--- config.mk ---
export PLATFORM = sky130hd
export DESIGN_NAME = stepper_half_step_position_driver_core
export DESIGN_NICKNAME = d
export VERILOG_FILES = /design/src/shdrv_pkg.sv /design/src/stepper_half_step_position_driver_core.sv /design/src/shdrv_step_unit.sv
export SDC_FILE = /design/constraint.sdc
export NUM_CORES = 1
export LEC_CHECK = 0
export BUFFER_PORTS_ARGS = -buffer_cell sky130_fd_sc_hd__buf_2
export CAP_MARGIN = 30
export CORE_MARGIN = 2
export CORE_UTILIZATION = 60
export DETAILED_ROUTE_END_ITERATION = 8
export GPL_TIMING_DRIVEN = 1
export PLACE_DENSITY = 0.81
export SLEW_MARGIN = 20
export SYNTH_ARGS = -nofsm -noshare
export SYNTH_HDL_FRONTEND = slang
export SYNTH_SLANG_ARGS = --single-unit
--- constraint.sdc ---
create_clock -name clk_i -period 7.8 [get_ports clk_i]
set_input_delay 0.78 -clock clk_i [delete_from_list [all_inputs] [get_ports clk_i]]
set_output_delay 0.78 -clock clk_i [all_outputs]
set_load 0.02 [all_outputs]
--- src/shdrv_pkg.sv ---
// ----------------------------------------------------------------------------
// shdrv_pkg
// Types, operation codes and the half-step coil table.
// ----------------------------------------------------------------------------
package shdrv_pkg;

  localparam int unsigned OpWidth     = 2;
  localparam int unsigned FieldWidth  = 32;
  localparam int unsigned CfgWidth    = 16;
  localparam int unsigned CoilWidth   = 4;
  localparam int unsigned PeriodReset = 10;

  typedef enum logic [OpWidth-1:0] {
    OP_TICK      = 2'd0,
    OP_SET_TGT   = 2'd1,
    OP_STEP_CW   = 2'd2,
    OP_STEP_CCW  = 2'd3
  } op_e;

  // One result transaction.
  typedef struct packed {
    logic [CoilWidth-1:0]  coil_pattern;
    logic [FieldWidth-1:0] position;
    logic [FieldWidth-1:0] target;
    logic                  stepped;
  } result_t;

  // Half-step coil sequence, indexed by position modulo 8.
  function automatic logic [CoilWidth-1:0] half_step_coil(input logic [2:0] idx);
    logic [CoilWidth-1:0] coil;
    case (idx)
      3'd0:    coil = 4'b1000;
      3'd1:    coil = 4'b1100;
      3'd2:    coil = 4'b0100;
      3'd3:    coil = 4'b0110;
      3'd4:    coil = 4'b0010;
      3'd5:    coil = 4'b0011;
      3'd6:    coil = 4'b0001;
      3'd7:    coil = 4'b1001;
      default: coil = 4'b0000;
    endcase
    return coil;
  endfunction

endpackage

--- src/stepper_half_step_position_driver_core.sv ---
// ----------------------------------------------------------------------------
// stepper_half_step_position_driver_core
// Half-step stepper sequencer that walks a position counter toward a target.
// ----------------------------------------------------------------------------
// Usage:
//   Input channel (in_valid_i / in_ready_o) carries op_i and target_step_i:
//   a 1 ms tick, a new target, or a manual clockwise / anticlockwise step.
//   Every input transaction produces exactly one output transaction on
//   out_valid_o / out_ready_i carrying coil_pattern_o, position_o, target_o
//   and stepped_o as they stand after that item.
//   Throughput: one transaction per cycle while in_ready_o is high; all
//   work is one short pass of logic from the state registers into the
//   result register (or the skid register while the head is stalled).
//   Stall: a two-entry output stage (result register plus skid register)
//   keeps in_ready_o high while one result waits; in_ready_o drops only
//   when both entries are full, and rises again as soon as one is taken.
//   Configuration: cfg_we_i writes step_period (ticks between automatic
//   steps, 0 acts as 1); write only while the block is idle.
//   Reset: position, target, tick wait and coils clear to zero (first tick
//   makes a step decision), step_period returns to 10, output stage empties.
// ----------------------------------------------------------------------------
module stepper_half_step_position_driver_core #(
  parameter int unsigned POSITION_WIDTH = 32,
  parameter int unsigned PERIOD_WIDTH   = 16
) (
  input  logic                                  clk_i,
  input  logic                                  rst_ni,
  // configuration write
  input  logic                                  cfg_we_i,
  input  logic [shdrv_pkg::CfgWidth-1:0]        cfg_wdata_i,
  // input transactions
  input  logic                                  in_valid_i,
  output logic                                  in_ready_o,
  input  logic [shdrv_pkg::OpWidth-1:0]         op_i,
  input  logic signed [shdrv_pkg::FieldWidth-1:0] target_step_i,
  // output transactions
  output logic                                  out_valid_o,
  input  logic                                  out_ready_i,
  output logic [shdrv_pkg::CoilWidth-1:0]       coil_pattern_o,
  output logic signed [shdrv_pkg::FieldWidth-1:0] position_o,
  output logic signed [shdrv_pkg::FieldWidth-1:0] target_o,
  output logic                                  stepped_o
);

  // Motor state
  logic [POSITION_WIDTH-1:0]        pos_q, pos_d;
  logic [POSITION_WIDTH-1:0]        tgt_q, tgt_d;
  logic [PERIOD_WIDTH-1:0]          wait_q, wait_d;
  logic [shdrv_pkg::CoilWidth-1:0]  coil_q, coil_d;
  logic [PERIOD_WIDTH-1:0]          period_q;

  // Output stage: head register plus skid register
  shdrv_pkg::result_t res_new;
  shdrv_pkg::result_t out_q, out_d;
  shdrv_pkg::result_t skid_q, skid_d;
  logic               out_vld_q, out_vld_d;
  logic               skid_vld_q, skid_vld_d;

  logic push;
  logic pop;

  assign in_ready_o = ~skid_vld_q;
  assign push       = in_valid_i & in_ready_o;
  assign pop        = out_vld_q & out_ready_i;

  shdrv_step_unit #(
    .POSITION_WIDTH (POSITION_WIDTH),
    .PERIOD_WIDTH   (PERIOD_WIDTH)
  ) u_step (
    .op_i          (shdrv_pkg::op_e'(op_i)),
    .target_step_i (target_step_i),
    .pos_i         (pos_q),
    .tgt_i         (tgt_q),
    .wait_i        (wait_q),
    .coil_i        (coil_q),
    .period_i      (period_q),
    .pos_o         (pos_d),
    .tgt_o         (tgt_d),
    .wait_o        (wait_d),
    .coil_o        (coil_d),
    .result_o      (res_new)
  );

  // State advances only on an accepted input transaction.
  always_ff @(posedge clk_i or negedge rst_ni) begin
    if (!rst_ni) begin
      pos_q  <= '0;
      tgt_q  <= '0;
      wait_q <= '0;
      coil_q <= '0;
    end else if (push) begin
      pos_q  <= pos_d;
      tgt_q  <= tgt_d;
      wait_q <= wait_d;
      coil_q <= coil_d;
    end
  end

  always_ff @(posedge clk_i or negedge rst_ni) begin
    if (!rst_ni) begin
      period_q <= PERIOD_WIDTH'(shdrv_pkg::PeriodReset);
    end else if (cfg_we_i) begin
      period_q <= PERIOD_WIDTH'(cfg_wdata_i);
    end
  end

  // Skid is only ever filled while the head is full and stalled, and a
  // push never coincides with a full skid, so ordering is kept.
  always_comb begin
    out_vld_d  = out_vld_q;
    skid_vld_d = skid_vld_q;
    out_d      = out_q;
    skid_d     = skid_q;
    if (!out_vld_q || pop) begin
      out_vld_d  = skid_vld_q | push;
      out_d      = skid_vld_q ? skid_q : res_new;
      skid_vld_d = 1'b0;
    end else if (push) begin
      skid_vld_d = 1'b1;
      skid_d     = res_new;
    end
  end

  always_ff @(posedge clk_i or negedge rst_ni) begin
    if (!rst_ni) begin
      out_vld_q  <= 1'b0;
      skid_vld_q <= 1'b0;
    end else begin
      out_vld_q  <= out_vld_d;
      skid_vld_q <= skid_vld_d;
    end
  end

  always_ff @(posedge clk_i) begin
    out_q  <= out_d;
    skid_q <= skid_d;
  end

  assign out_valid_o    = out_vld_q;
  assign coil_pattern_o = out_q.coil_pattern;
  assign position_o     = out_q.position;
  assign target_o       = out_q.target;
  assign stepped_o      = out_q.stepped;

endmodule

--- src/shdrv_step_unit.sv ---
// ----------------------------------------------------------------------------
// shdrv_step_unit
// Next-state and result logic for one transaction (combinational).
// ----------------------------------------------------------------------------
module shdrv_step_unit #(
  parameter int unsigned POSITION_WIDTH = 32,
  parameter int unsigned PERIOD_WIDTH   = 16
) (
  input  shdrv_pkg::op_e                         op_i,
  input  logic [shdrv_pkg::FieldWidth-1:0]       target_step_i,
  input  logic [POSITION_WIDTH-1:0]              pos_i,
  input  logic [POSITION_WIDTH-1:0]              tgt_i,
  input  logic [PERIOD_WIDTH-1:0]                wait_i,
  input  logic [shdrv_pkg::CoilWidth-1:0]        coil_i,
  input  logic [PERIOD_WIDTH-1:0]                period_i,
  output logic [POSITION_WIDTH-1:0]              pos_o,
  output logic [POSITION_WIDTH-1:0]              tgt_o,
  output logic [PERIOD_WIDTH-1:0]                wait_o,
  output logic [shdrv_pkg::CoilWidth-1:0]        coil_o,
  output shdrv_pkg::result_t                     result_o
);

  logic                      move;
  logic                      up;
  logic [POSITION_WIDTH-1:0] pos_moved;
  logic [PERIOD_WIDTH-1:0]   period_eff;
  logic [63:0]               tgt_ext;

  assign pos_moved  = up ? pos_i + POSITION_WIDTH'(1) : pos_i - POSITION_WIDTH'(1);
  assign period_eff = (period_i == '0) ? PERIOD_WIDTH'(1) : period_i;
  assign tgt_ext    = {{(64 - shdrv_pkg::FieldWidth){target_step_i[shdrv_pkg::FieldWidth-1]}},
                       target_step_i};

  always_comb begin
    move   = 1'b0;
    up     = 1'b0;
    tgt_o  = tgt_i;
    wait_o = wait_i;
    case (op_i)
      shdrv_pkg::OP_TICK: begin
        if (wait_i == '0) begin
          wait_o = period_eff - PERIOD_WIDTH'(1);
          if ($signed(pos_i) < $signed(tgt_i)) begin
            move = 1'b1;
            up   = 1'b1;
          end else if ($signed(tgt_i) < $signed(pos_i)) begin
            move = 1'b1;
          end
        end else begin
          wait_o = wait_i - PERIOD_WIDTH'(1);
        end
      end
      shdrv_pkg::OP_SET_TGT: begin
        tgt_o = tgt_ext[POSITION_WIDTH-1:0];
      end
      shdrv_pkg::OP_STEP_CW: begin
        move = 1'b1;
        up   = 1'b1;
      end
      shdrv_pkg::OP_STEP_CCW: begin
        move = 1'b1;
      end
      default: begin
        move = 1'b0;
      end
    endcase
  end

  assign pos_o  = move ? pos_moved : pos_i;
  assign coil_o = move ? shdrv_pkg::half_step_coil(pos_moved[2:0]) : coil_i;

  assign result_o.coil_pattern = coil_o;
  assign result_o.position     = shdrv_pkg::FieldWidth'(pos_o);
  assign result_o.target       = shdrv_pkg::FieldWidth'(tgt_o);
  assign result_o.stepped      = move;

endmodule

# == Word level (Yosys, flattened, before mapping) ==
# Memories as Yosys holds them, arrays and structs flattened.
# Index checks and enable logic that the tools add are counted.
# totals
romBits,32
mem_count,1
latch_bits,0
ff_bits,240
mem_bits_rw,0
input_bits,55
# op_classes
div,0
n_shift,0
n_reduce_logical,9
n_bitwise,5
addsub,4
eq_ne,3
n_mul,0
n_lt_le_gt_ge,2
n_mux,16
# memory_table
memory,depth,word_bits,rd,rd_ports_with_merged_regs,write_ports,line_no,text
(name not given),8,4,1,0,0,shdrv_pkg.sv:31,case (idx)
# ops
op,n
two-way mux 32 bit,3
two-way mux 69 bit,1
< comparator 32 bit,2
"adder 32 x 1 -> 32 bit, second input constant",1
logical NOT 16 bit,2
two-way mux 16 bit,2
"subtractor 16 x 1 -> 16 bit, second input constant",2
"subtractor 32 x 1 -> 32 bit, second input constant",1
two-way mux 1 bit,7
"equality test 2 bit, second input constant",2
two-way mux 4 bit,1
case mux 1 bit (2 select lines),2
AND reduction 2 bit,2
bitwise AND 1 bit,2
"equality test 2 x 1 -> 1 bit, second input constant",1
logical NOT 2 bit,1
inverter 1 bit,2
nonzero test 2 bit,1
OR reduction 2 bit,1
logical NOT 1 bit,1
logical OR 1 bit,1
OR 1 bit,1

# == Logic depth before layout (Yosys ltp) ==
# Gate-level depths: netlist of run 1.
# An unclocked memory read counts as a cell.
# depth
ltp_word,8
ltp_mapped,19
mapped_depth_nobuf,18

# == By module ==
# A second synthesis of run 1 with hierarchy kept.
# unflattened
hier_cells,1049
hier_area_um2,13450.4
# modules_own_cells
module,cells_each,seq_area_each_um2,n_inst,area_each_um2
stepper_half_step_position_driver_core,435,6698.9,1,9016.1
shdrv_step_unit,614,0.0,1,4434.3

# == Worst setup path after synthesis of run 1 ==
# No wires, ideal clock.
# synth_path
path_kind,input to register
from,input port out_ready_i
to,register skid_q[0] (netlist name) (enable)
path_buffers,0
required_ps,7303
path_stages,2
setup_time_ps,497
arrival_ps,5549
slack_ps,1754
cell_sequence,nand2b_1 > nor2_1
# synth_between
elab_chain_len,4
# synth_rtl
element,line_no,text
"start, declared",stepper_half_step_position_driver_core.sv:38,"input logic out_ready_i,"
bitwise AND 1 bit,stepper_half_step_position_driver_core.sv:64,assign pop = out_vld_q & out_ready_i;
logical OR 1 bit,stepper_half_step_position_driver_core.sv:114,if (!out_vld_q || pop) begin
inverter 1 bit (no line),-,
AND reduction 2 bit (no line),-,
"end signal, assigned",stepper_half_step_position_driver_core.sv:136,skid_q <= skid_d;
"end, declared",stepper_half_step_position_driver_core.sv:55,"shdrv_pkg::result_t skid_q, skid_d;"
# No other way between the ends.
# A chain may end at the register's enable or synchronous reset.

# == Final worst setup path of run 1 ==
# layout_path
from,register pos_q[31]
to,"register out_q (netlist bit position_o[28]), data pin"
# layout_between
elab_chain_len,7
word_cells_on_any_way,12
classes_between,2 x order compare; 10 x mux
# layout_rtl
element,line_no,text
"start, declared",stepper_half_step_position_driver_core.sv:46,"logic [POSITION_WIDTH-1:0] pos_q, pos_d;"
"start signal, assigned",stepper_half_step_position_driver_core.sv:92,pos_q <= pos_d;
< comparator 32 bit (on tied branches),"shdrv_step_unit.sv:43, shdrv_step_unit.sv:46",
two-way mux 1 bit (on tied branches),"shdrv_step_unit.sv:43, shdrv_step_unit.sv:46",
two-way mux 1 bit (on tied branches),"shdrv_step_unit.sv:41, shdrv_step_unit.sv:43",
case mux 1 bit (2 select lines) / two-way mux 1 bit (equally long branches),"shdrv_step_unit.sv:39, shdrv_step_unit.sv:41",
two-way mux 32 bit / case mux 1 bit (2 select lines) (equally long branches),"shdrv_step_unit.sv:29, shdrv_step_unit.sv:39",
two-way mux 32 bit (*),shdrv_step_unit.sv:69,assign pos_o = move ? pos_moved : pos_i;
two-way mux 69 bit (*),stepper_half_step_position_driver_core.sv:116,out_d = skid_vld_q ? skid_q : res_new;
"end signal, assigned",stepper_half_step_position_driver_core.sv:135,out_q <= out_d;
"end, declared",stepper_half_step_position_driver_core.sv:54,"shdrv_pkg::result_t out_q, out_d;"
# Mark *: on every way between the ends. The rest lies on a longest branch, timed or not.

==> results of run 1 <==
[metrics by stage]
| step | std cells | setup slack, ns | utilization (%) | hold slack, ns | instance area (µm²) |
|---|---|---|---|---|---|
| 6_report | 1542 | 2.009 | 70.79 | 0.1914 | 14420 |
| 5_1_grt | 1542 | 1.617 | 70.79 | 0.2018 | 14420 |
| 4_1_cts | 1538 | 2.021 | 70.50 | 0.1916 | 14360 |
| 3_5_place_dp | 1493 | 2.028 | 66.06 | 0.4629 | 13450 |
| 3_3_place_gp | 1492 | 2.195 | 65.93 | 0.4546 | 13430 |
| 2_1_floorplan | 1134 | 1.754 | - | 0.4418 | 12540 |
[final cells by class]
class	instances	area (µm²)	share of cell area, %
clock buffers	33	728.2	5.052
inverters	51	191.4	1.328
flip-flops and latches	240	6699	46.47
repair buffers	139	782.0	5.425
clock inverters	12	175.2	1.215
well taps	270	337.8	2.344
multi-input cells	797	5502	38.17
[flip-flops by register name (all words and copies together) (netlist names)]
signal	cells
position_o	32
skid_vld_q	1
tgt_q	32
target_o	32
coil_pattern_o	4
skid_q	69
pos_q	32
coil_q	4
stepped_o	1
out_valid_o	1
wait_q	16
period_q	16
[cell usage after synthesis (6+ instances only)]
cell type	n
a21o_1	9
a21oi_1	72
a31oi_1	6
and3_1	7
clkbuf_1	38
dfrtp_1	100
edfxtp_1	138
ha_1	66
inv_1	48
mux2_2	111
mux2i_1	6
nand2_1	169
nand3_1	11
nand4_1	14
nor2_1	49
nor2b_1	6
nor3_1	17
nor4_1	7
o21a_1	10
o21ai_0	106
o31ai_1	6
or3_1	11
xnor2_1	22
xor2_1	7
[power by group through the flow]
stage | Combinational [mW] | Sequential [mW] | Clock, mW
after floorplan | 1.64 | 2.14 | 0
after CTS | 2.39 | 2.02 | 1.31
after global placement | 2.27 | 2.02 | 0
after detailed placement | 2.35 | 2.04 | 0
after global routing | 2.67 | 2.06 | 1.36
final | 2.41 | 2.02 | 1.29
[logic make-up (layout without fill, tap and decap cells)]
| family | count (synthesis) | after routing | synth area share, % |
|---|---|---|---|
| muxes | 117 | 117 | 10.45 |
| adders and majority gates | 67 | 67 | 6.744 |
| xor gates and xnor gates | 29 | 29 | 2.025 |
| DFF | 240 | 240 | 53.42 |
| buffers and inverters | 97 | 235 | 2.953 |
| AOI/OAI and AO/OA | 273 | 273 | 13.29 |
| and+or+nand+nor | 311 | 311 | 11.12 |
[how the worst min path moves through the flow]
stage,start,endpoint,slack (ns),cells after the start
5_1_grt,rst_ni,period_q[10]$_DFFE_PN0P_,0.20,1
4_1_cts,rst_ni,period_q[11]$_DFFE_PN0P_,0.19,1
3_5_place_dp,coil_q[0]$_DFFE_PN0P_,coil_q[0]$_DFFE_PN0P_,0.46,2
3_3_place_gp,coil_q[0]$_DFFE_PN0P_,coil_q[0]$_DFFE_PN0P_,0.45,2
6_report,rst_ni,period_q[10]$_DFFE_PN0P_,0.19,1
2_1_floorplan,coil_q[0]$_DFFE_PN0P_,coil_q[0]$_DFFE_PN0P_,0.44,2
[routing by layer]
metal | track usage (%) | part of all wire (%) | up-vias
met4 | 5.143 | 1.5 | 0
met3 | 3.528 | 4.9 | 42
li1 | - | - | 4413
met1 | 34.48 | 44 | 4551
met2 | 43.68 | 50 | 250
met5 | 0 | 0 | -
[worst max-delay path: cells and delay by family, from the launching register on]
kind	cells	cell delay, ns
compound gates	7	2.30
simple gates	4	1.30
fa+ha+maj	2	0.83
xor+xnor	1	0.16
flops	1	0.47
buf+inv	2	0.49
==> flow_summary_export.csv, run 1 <==
group,metric,value,unit
flow_run,max_cap_viol_count,0,
route,routedWlPerCell,18.04,µm
sta,max_freq,172.7,MHz
synthesis,synth_area_per_cell,11.06,µm²
die,ioPinCount,126,
synthesis,synth_area,12540,µm²
clock_network,clkLatencyLatePin,0.52,ns
pwr,switching_share,36.91,%
clock_network,htreeDepth,1,
synthesis,yosys_register_bits,240,
pwr,power.switching,2.111,mW
pwr,p_leak,5.920,nW
grt,grt_max_degree,85,
pwr,power_frac_comb,42.2,%
die,die_w,148.6,µm
die,die_area,22070,µm²
sta,finalCritPeriodShare,74.24,%
clock_network,cts_setup_buffers,0,
route,via_per_inst,6.003,
layout,final_cell_mix,"169 x nand2_1, 138 x edfxtp_1, 124 x buf_2",
synthesis,synthCells,1134,
die,fp-row-count,52,
critical_path,required,8.06,ns
critical_path,endpoint,"position_o[28]$_DFFE_PN_",
sta,clock_skew,0.01484,ns
route,drt.antenna.violating_nets,0,
sta,min_period,5.791,ns
route,drc,0,
clock_network,cts_tree,"built",
synthesis,async_reset_ff_share,42.50,%
route,vias,9256,
clock_network,hold_buffers,0,
clock_network,ctsRootBufferMaster,"clkbuf_16",
outcome,outcome,"complete, no violations",
sta,hold_viol,0,
placement,gp_congestion,0.9133,
synthesis,synth_top_area_cell,"edfxtp_1",
layout,final_common_cell,"nand2_1",
sta,finalSetupViolCount,0,
pwr,power,5.720,mW
grt,grt_overflow,0,
layout,final_nets,1376,
grt,grt_usage,25.25,%
critical_path,cp_max_fo,22,
clock_network,cts_buffers,25,
placement,port-buffer-count,125,
sta,rsz0062_at_grt,"no",
sta,slew_viol_final,0,
clock_network,clk_pin_slew,0.06,ns
route,drt_iter0_markers,642,
sta,slew_headroom,34.32,%
critical_path,rr_worst_depth,16,
synthesis,synth_flop_cell,"edfxtp_1",
hold_path,worstHoldPathType,"in -> async",
critical_path,r2r_setup_slack,2.01,ns
die,coreArea,20360,µm²
synthesis,synthesis.nets,1256,
pwr,power.density,396.8,nW/µm²
sta,tightest_slew,0.9724,ns
sta,tns,0,ns
pwr,power_frac_seq,35.3,%
critical_path,startpoint_type,"register",
synthesis,yosysUniqueCellTypes,65,
clock_network,cts_buffer_depth,3,
critical_path,worstReg2RegStart,"pos_q[31]$_DFFE_PN0P_",
grt,grt_pass1_vias,9079,
critical_path,cp_cell_sequence,"ha_1, nand4_1, nor4_1, inv_1, a31oi_1, or3_1, and2_1, buf_4, ha_1, a21oi_1, o21ai_0, o31ai_1, o21ai_0, a221oi_1, xnor2_1, a221o_1",
critical_path,crit_type,"reg -> reg",
layout,fillers,1435,
clock_network,cts_resized,0,
layout,synthToLayoutAreaGrowth,14.95,%
pwr,ir_worst_vdd,0.2252,mV
pwr,intPower,3.609,mW
synthesis,yosysWarnings,0,
die,die_y,148.6,µm
grt,grt_pass1_wl,45.28,mm
layout,drive_gt1_share,24.14,%
critical_path,r2r-end,"position_o[28]$_DFFE_PN_",
layout,insertedDiodeCount,0,
synthesis,synth_top_area_share,33.04,%
die,start_util,61.58,%
clock_network,cts_num_sinks,240,
pwr,pwr-share-clk,22.6,%
synthesis,synth_edf_count,138,
route,drt_first_pass_iters,5,
synthesis,yosysSeqAreaShare,53.42,%
critical_path,cpPeakStageDelay,0.67,ns
critical_path,cp-startpoint,"pos_q[31]$_DFFE_PN0P_",
grt,antenna_found_initial,0,
synthesis,synth_area_leaders,"edfxtp_1 33%, dfrtp_1 20%, mux2_2 10%",
critical_path,end_kind,"register",
critical_path,critPathSlowestCell,"o31ai_1",
route,drt-total-wl,27.82,mm
critical_path,arrival,6.05,ns
placement,dp_hpwl,18.42,mm
Power figures use the tool's default switching activity.
==> inputs of run 2 (changes only) <==
--- a/config.mk
+++ b/config.mk
@@ -5,6 +5,7 @@
 export SDC_FILE = /design/constraint.sdc
 export NUM_CORES = 1
 export LEC_CHECK = 0
+export ABC_AREA = 1
 export BUFFER_PORTS_ARGS = -buffer_cell sky130_fd_sc_hd__buf_2
 export CAP_MARGIN = 30
 export CORE_MARGIN = 2
==> constraint.sdc (replaced) <==
create_clock -name clk_i -period 5.6 [get_ports clk_i]
set_input_delay 0.56 -clock clk_i [delete_from_list [all_inputs] [get_ports clk_i]]
set_output_delay 0.56 -clock clk_i [all_outputs]
set_load 0.02 [all_outputs]
==> run 2 against run 1 <==
Against the previous run: utilization decreased by 1.9 points; clock skew decreased by 0.0041 ns; wire length increased by 13%; power increased by 31%; design area increased by 0.16%.
==> flow_summary_export.csv, run 2 <==
group,metric,value,unit
outcome,outcome,"complete, no violations",
critical_path,rr_worst_depth,24,
layout,stdcell_count,1859,
clock_network,ctsRootBufferMaster,"clkbuf_16",
clock_network,clkLatencyLatePin,0.53,ns
synthesis,yosys_register_bits,240,
layout,final_common_cell,"nand2_1",
route,drc,0,
sta,whs,0.05223,ns
layout,stdcell_area,14440,µm²
sta,slew_viol_final,0,
sta,slew_headroom,41.12,%
die,fp-row-count,53,
critical_path,crit_type,"reg -> reg",
layout,drive_gt1_share,12.95,%
pwr,power.density,519.2,nW/µm²
grt,grt_max_degree,92,
route,drt-total-wl,31.45,mm
pwr,power,7.496,mW
layout,final_nets,1687,
critical_path,startpoint_type,"register",
synthesis,synth_top_area_share,32.40,%
sta,tightest_slew,0.8833,ns
synthesis,synth_edf_count,138,
synthesis,synth_flop_cell,"edfxtp_1",
critical_path,r2r_setup_slack,0.97,ns
synthesis,yosysWarnings,0,
grt,grt_usage,28.42,%
route,via_per_inst,5.486,
synthesis,synthCells,1454,
sta,finalCritPeriodShare,82.72,%
pwr,ir_worst_vdd,0.2941,mV
layout,largest-register,"skid_q",
clock_network,cts_tree,"built",
clock_network,cts_buffer_depth,3,
die,coreArea,20960,µm²
sta,rsz0062_at_grt,"no",
route,vias,10200,
placement,port-buffer-count,125,
clock_network,cts_num_sinks,240,
synthesis,synth_area_per_cell,8.795,µm²
grt,grt_pass1_wl,50.12,mm
layout,ff_latch_area,6703,µm²
synthesis,synth_area_leaders,"edfxtp_1 32%, dfrtp_1 20%, nand2_1 12%",
critical_path,arrival,4.87,ns
clock_network,clk_pin_slew,0.07,ns
hold_path,worstHoldPathType,"in -> async",
pwr,p_leak,6.666,nW
critical_path,endpoint,"position_o[26]$_DFFE_PN_",
critical_path,r2r-end,"position_o[26]$_DFFE_PN_",
die,die_w,150.0,µm
synthesis,yosysUniqueCellTypes,50,
synthesis,synth_top_area_cell,"edfxtp_1",
placement,dpl_cell_area,13640,µm²
grt,grt_pass1_vias,9739,
route,drt.antenna.violating_nets,0,
layout,largest_register_ffs,69,
die,die_y,150.0,µm
synthesis,synthesis.nets,1576,
critical_path,required,5.84,ns
die,ioPinCount,126,
clock_network,cts_setup_buffers,0,
sta,min_period,4.632,ns
sta,max_freq,215.9,MHz
synthesis,synth.most_common_cell,"nand2_1",
critical_path,worstReg2RegStart,"pos_q[7]$_DFFE_PN0P_",
critical_path,end_kind,"register",
placement,place_inst,1813,
clock_network,htreeDepth,1,
sta,clock_skew,0.01073,ns
route,routedWlPerCell,16.92,µm
synthesis,async_reset_ff_share,42.50,%
sta,tns,0,ns
route,drt_iter0_markers,773,
sta,hold_viol,0,
layout,fillers,1688,
placement,gp_congestion,0.9629,
critical_path,cp_max_fo,31,
layout,final_cell_mix,"392 x nand2_1, 187 x inv_1, 182 x o21ai_0",
sta,finalSetupViolCount,0,
clock_network,hold_buffers,0,
critical_path,cp-startpoint,"pos_q[7]$_DFFE_PN0P_",
layout,synthToLayoutAreaGrowth,12.90,%
placement,dp_hpwl,22.22,mm
clock_network,cts_buffers,24,
die,die_area,22500,µm²
die,start_util,61.03,%
synthesis,synth_area,12790,µm²
grt,grt_overflow,0,
clock_network,cts_resized,0,
synthesis,yosysSeqAreaShare,52.38,%
layout,multi_input_comb_area,5164,µm²
grt,antenna_found_initial,3,
synthesis,synth_common_cells,"395 x nand2_1, 187 x inv_1, 182 x o21ai_0",
flow_run,max_cap_viol_count,0,
route,drt_first_pass_iters,5,
## run 2: cell types whose count changed in the layout (fill, tap and decap cells not counted), moves of 24 or more
cell     previous run  this run
o21ai_1             1        41
nand3_1            11        35
o21ai_0           106       182
mux2_2            111         1
nand2_1           169       392
inv_1              48       187
## run 2: metal layers
layer	routed length (µm)	part of all wire (%)	track usage, %
met4	718	2.3	8.255
met2	14630	47	45.59
met5	23	0.073	0
met1	13940	44	40.13
met3	2137	6.8	4.787
## run 2: metrics by stage
step                util, %  setup slack (ns)
finish                68.90            0.9678
global route          68.89            0.6542
CTS                   68.80             1.064
detailed placement    65.09             1.058
global placement      64.96             1.031
floorplan                 -            0.6276
## run 2: how the worst min path moves through the flow
stage,from,endpoint,slack (ns)
final,rst_ni,tgt_q[10]$_DFFE_PN0P_,0.05
after CTS,rst_ni,tgt_q[13]$_DFFE_PN0P_,0.06
after floorplan,rst_ni,coil_q[0]$_DFFE_PN0P_,0.26
after global placement,tgt_q[30]$_DFFE_PN0P_,tgt_q[30]$_DFFE_PN0P_,0.47
after detailed placement,tgt_q[28]$_DFFE_PN0P_,tgt_q[28]$_DFFE_PN0P_,0.47
after global routing,rst_ni,tgt_q[12]$_DFFE_PN0P_,0.09
## run 2: logic make-up after synthesis
family          synth area share, %
fa+ha+maj                     6.614
flops                         52.38
xor+xnor                      1.986
buf+inv                       7.436
mux                         0.08805
simple gates                  17.43
compound gates                14.07
## run 2: critical path, cell delays in order (launching register included)
cell and delay, ns:
dfrtp_1 0.45, ha_1 0.34, nand2_1 0.07, nor2_1 0.25, nand2_1 0.09, nand2_1 0.06
nand2_1 0.04, nand2_1 0.12, nand2_1 0.09, nand3_1 0.09, nand3_2 0.11, nand2_1 0.14
inv_1 0.05, buf_4 0.26, ha_1 0.43, nand2_1 0.16, nor2_1 0.25, inv_1 0.07
nor2_1 0.20, inv_1 0.06, o211ai_1 0.32, xnor2_1 0.16, nand2_1 0.09, o21ai_1 0.31
o21ai_0 0.13
## run 2: area by class of cell
type / count / area share, %
Sequential cell: 240 / 46.42
Inverter: 190 / 4.939
Clock buffer: 35 / 4.653
Timing Repair Buffer: 135 / 5.095
Antenna cell: 1 / 0.01733
Tap cell: 275 / 2.383
Clock inverter: 9 / 0.7279
Multi-Input combinational cell: 974 / 35.76
## run 2: report_power, final
| part | internal [mW] | switching, mW |
|---|---|---|
| clock | 0.926 | 0.671 |
| sequential | 2.41 | 0.297 |
| combinational | 1.12 | 2.07 |
| total | 4.46 | 3.03 |
==> inputs of run 3 (changes only) <==
==> constraint.sdc (replaced) <==
create_clock -name clk_i -period 4.59 [get_ports clk_i]
set_input_delay 0.459 -clock clk_i [delete_from_list [all_inputs] [get_ports clk_i]]
set_output_delay 0.459 -clock clk_i [all_outputs]
set_load 0.02 [all_outputs]
==> run 3 against run 2 <==
Against the previous run: non-clock buffer count increased by 20; largest cell class unchanged; critical path type unchanged; largest power group unchanged; worst hold slack improved by 0.073 ns; sequential power increased by 21%; critical endpoint unchanged.
==> flow_summary_export.csv, run 3 (synthesis gave the netlist of run 2 again) <==
group,metric,value,unit
critical_path,cp_cell_sequence,"ha_1, nand4_1, nor2_2, nand2_1, nand2_1, nand2_1, nand3_1, nand3_2, nand2_1, inv_1, buf_4, ha_1, nand2_1, nor2_2, inv_1, nor2_1, inv_1, o211ai_1, xnor2_1, nand2_1, o21ai_1, o21ai_0",
placement,gp_congestion,0.9549,
sta,tns,0,ns
layout,largest_register_ffs,69,
grt,grt_busiest_layer,"met2",
layout,fillers,1668,
outcome,outcome,"complete, no violations",
pwr,ir_worst_vdd,0.4360,mV
die,coreArea,20960,µm²
route,drt_first_pass_iters,5,
layout,ff_latch_area,6703,µm²
die,start_util,61.03,%
sta,rsz0062_at_grt,"no",
route,drt_iter0_markers,828,
pwr,switching_share,39.90,%
placement,dp_hpwl,22.55,mm
layout,final_nets,1707,
grt,met1_usage,39.73,%
pwr,power_frac_seq,35.1,%
pwr,p_leak,6.785,nW
sta,hold_viol,0,
layout,synthToLayoutAreaGrowth,14.55,%
clock_network,cts_setup_buffers,0,
route,via_per_inst,5.472,
layout,final_common_cell,"nand2_1",
pwr,intPower,5.621,mW
critical_path,arrival,4.61,ns
grt,grt_usage,28.23,%
grt,grt_pass1_vias,9770,
route,routedWlPerCell,16.74,µm
layout,drive_gt1_share,14.35,%
critical_path,required,4.83,ns
placement,port-buffer-count,125,
clock_network,clk_pin_slew,0.06,ns
die,fp-row-count,53,
clock_network,clkLatencyLatePin,0.54,ns
route,drt.antenna.violating_nets,0,
die,die_w,150.0,µm
critical_path,r2r_setup_slack,0.22,ns
clock_network,cts_tree,"built",
route,drc,0,
sta,finalSetupViolCount,0,
grt,grt_pass1_wl,49.87,mm
sta,slew_viol_final,0,
clock_network,htreeDepth,1,
die,ioPinCount,126,
sta,whs,0.1255,ns
die,die_area,22500,µm²
critical_path,critPathSlowestCell,"dfrtp_1",
layout,stdcell_count,1878,
sta,clock_skew,0.02489,ns
route,drt-total-wl,31.44,mm
pwr,pwr-share-clk,21.8,%
grt,grt_max_degree,93,
grt,grtUsageMet2,45.80,%
layout,multi_input_comb_area,5175,µm²
sta,finalCritPeriodShare,95.17,%
pwr,power.switching,3.732,mW
sta,min_period,4.368,ns
critical_path,cp_max_fo,20,
clock_network,cts_num_sinks,240,
clock_network,cts_buffer_depth,3,
layout,insertedDiodeCount,0,
critical_path,end_kind,"register",
pwr,power_frac_comb,43.1,%
clock_network,cts_buffers,24,
critical_path,startpoint_type,"register",
critical_path,crit_type,"reg -> reg",
critical_path,cpPeakStageDelay,0.45,ns
layout,final_cell_mix,"392 x nand2_1, 187 x inv_1, 180 x o21ai_0",
pwr,power,9.353,mW
placement,place_inst,1832,
sta,max_freq,228.9,MHz
flow_run,max_cap_viol_count,0,
clock_network,ctsRootBufferMaster,"clkbuf_16",
sta,slew_headroom,41.57,%
grt,grt_overflow,0,
sta,tightest_slew,0.8764,ns
critical_path,crit_path_frequent_cell,"nand2_1",
layout,largest-register,"skid_q",
die,die_y,150.0,µm
pwr,power.density,638.5,nW/µm²
route,vias,10280,
grt,antenna_found_initial,1,
hold_path,worstHoldPathType,"in -> reg",
grt,met3_usage,4.116,%
-- run 3: layout make-up --
cell class | instances | share of cell area, %
clock inverter | 11 | 0.9652
clock buffer | 33 | 4.672
tap | 275 | 2.349
sequential | 240 | 45.76
timing repair buffer | 155 | 6.064
multi-input combinational | 974 | 35.33
inverter | 190 | 4.868
-- run 3: final timing paths --
kind,startpoint,to,cells past startpoint
max,pos_q[15]$_DFFE_PN0P_,position_o[26]$_DFFE_PN_,22
min,cfg_wdata_i[15],period_q[15]$_DFFE_PN0P_,3
max reg2reg,pos_q[15]$_DFFE_PN0P_,position_o[26]$_DFFE_PN_,22
min reg2reg,tgt_q[29]$_DFFE_PN0P_,tgt_q[29]$_DFFE_PN0P_,2
max in group asynchronous,rst_ni,pos_q[16]$_DFFE_PN0P_,3
min in group asynchronous,rst_ni,tgt_q[13]$_DFFE_PN0P_,2
-- run 3: worst max-delay path, delay by kind of cell (launching register included) --
| family | cells | cell delay [ns] |
|---|---|---|
| adders and majority gates | 2 | 0.78 |
| xor gates and xnor gates | 1 | 0.17 |
| DFF | 1 | 0.45 |
| buffers and inverters | 4 | 0.44 |
| and+or+nand+nor | 12 | 1.58 |
| AOI/OAI and AO/OA | 3 | 0.65 |
-- run 3: power by group through the flow --
stage               clock, mW  combinational (mW)  sequential (mW)
floorplan                   0                2.61             3.43
global placement            0                3.87             3.30
detailed placement          0                3.94             3.31
CTS                      2.07                3.98             3.28
global route             2.15                4.54             3.33
finish                   2.04                4.03             3.28
-- run 3: routing by layer --
layer	vias up	share of wire, %	wire [µm]
li1	5080	-	-
met5	-	0.025	8
met3	59	6.8	2147
met1	4782	44	13910
met2	353	46	14480
met4	2	2.9	902
-- run 3: per-stage QoR --
| stage | util [%] | instance area [µm²] | setup slack, ns |
|---|---|---|---|
| 5_1_grt | 69.91 | 14650 | 0.01150 |
| 2_1_floorplan | - | 12790 | 0.7242 |
| 3_3_place_gp | 65.64 | 13750 | 0.2406 |
| 6_report | 69.91 | 14650 | 0.2217 |
| 4_1_cts | 69.76 | 14620 | 0.2104 |
| 3_5_place_dp | 65.77 | 13780 | 0.2559 |
-- run 3: what timing repair did --
| action | in CTS | in global routing |
|---|---|---|
| gates resized for setup | 0 | 6 |
| hold buffers | 1 | 0 |
| endpoints found under the setup margin | 0 | 7 |
| endpoints found under the hold margin | 18 | 0 |
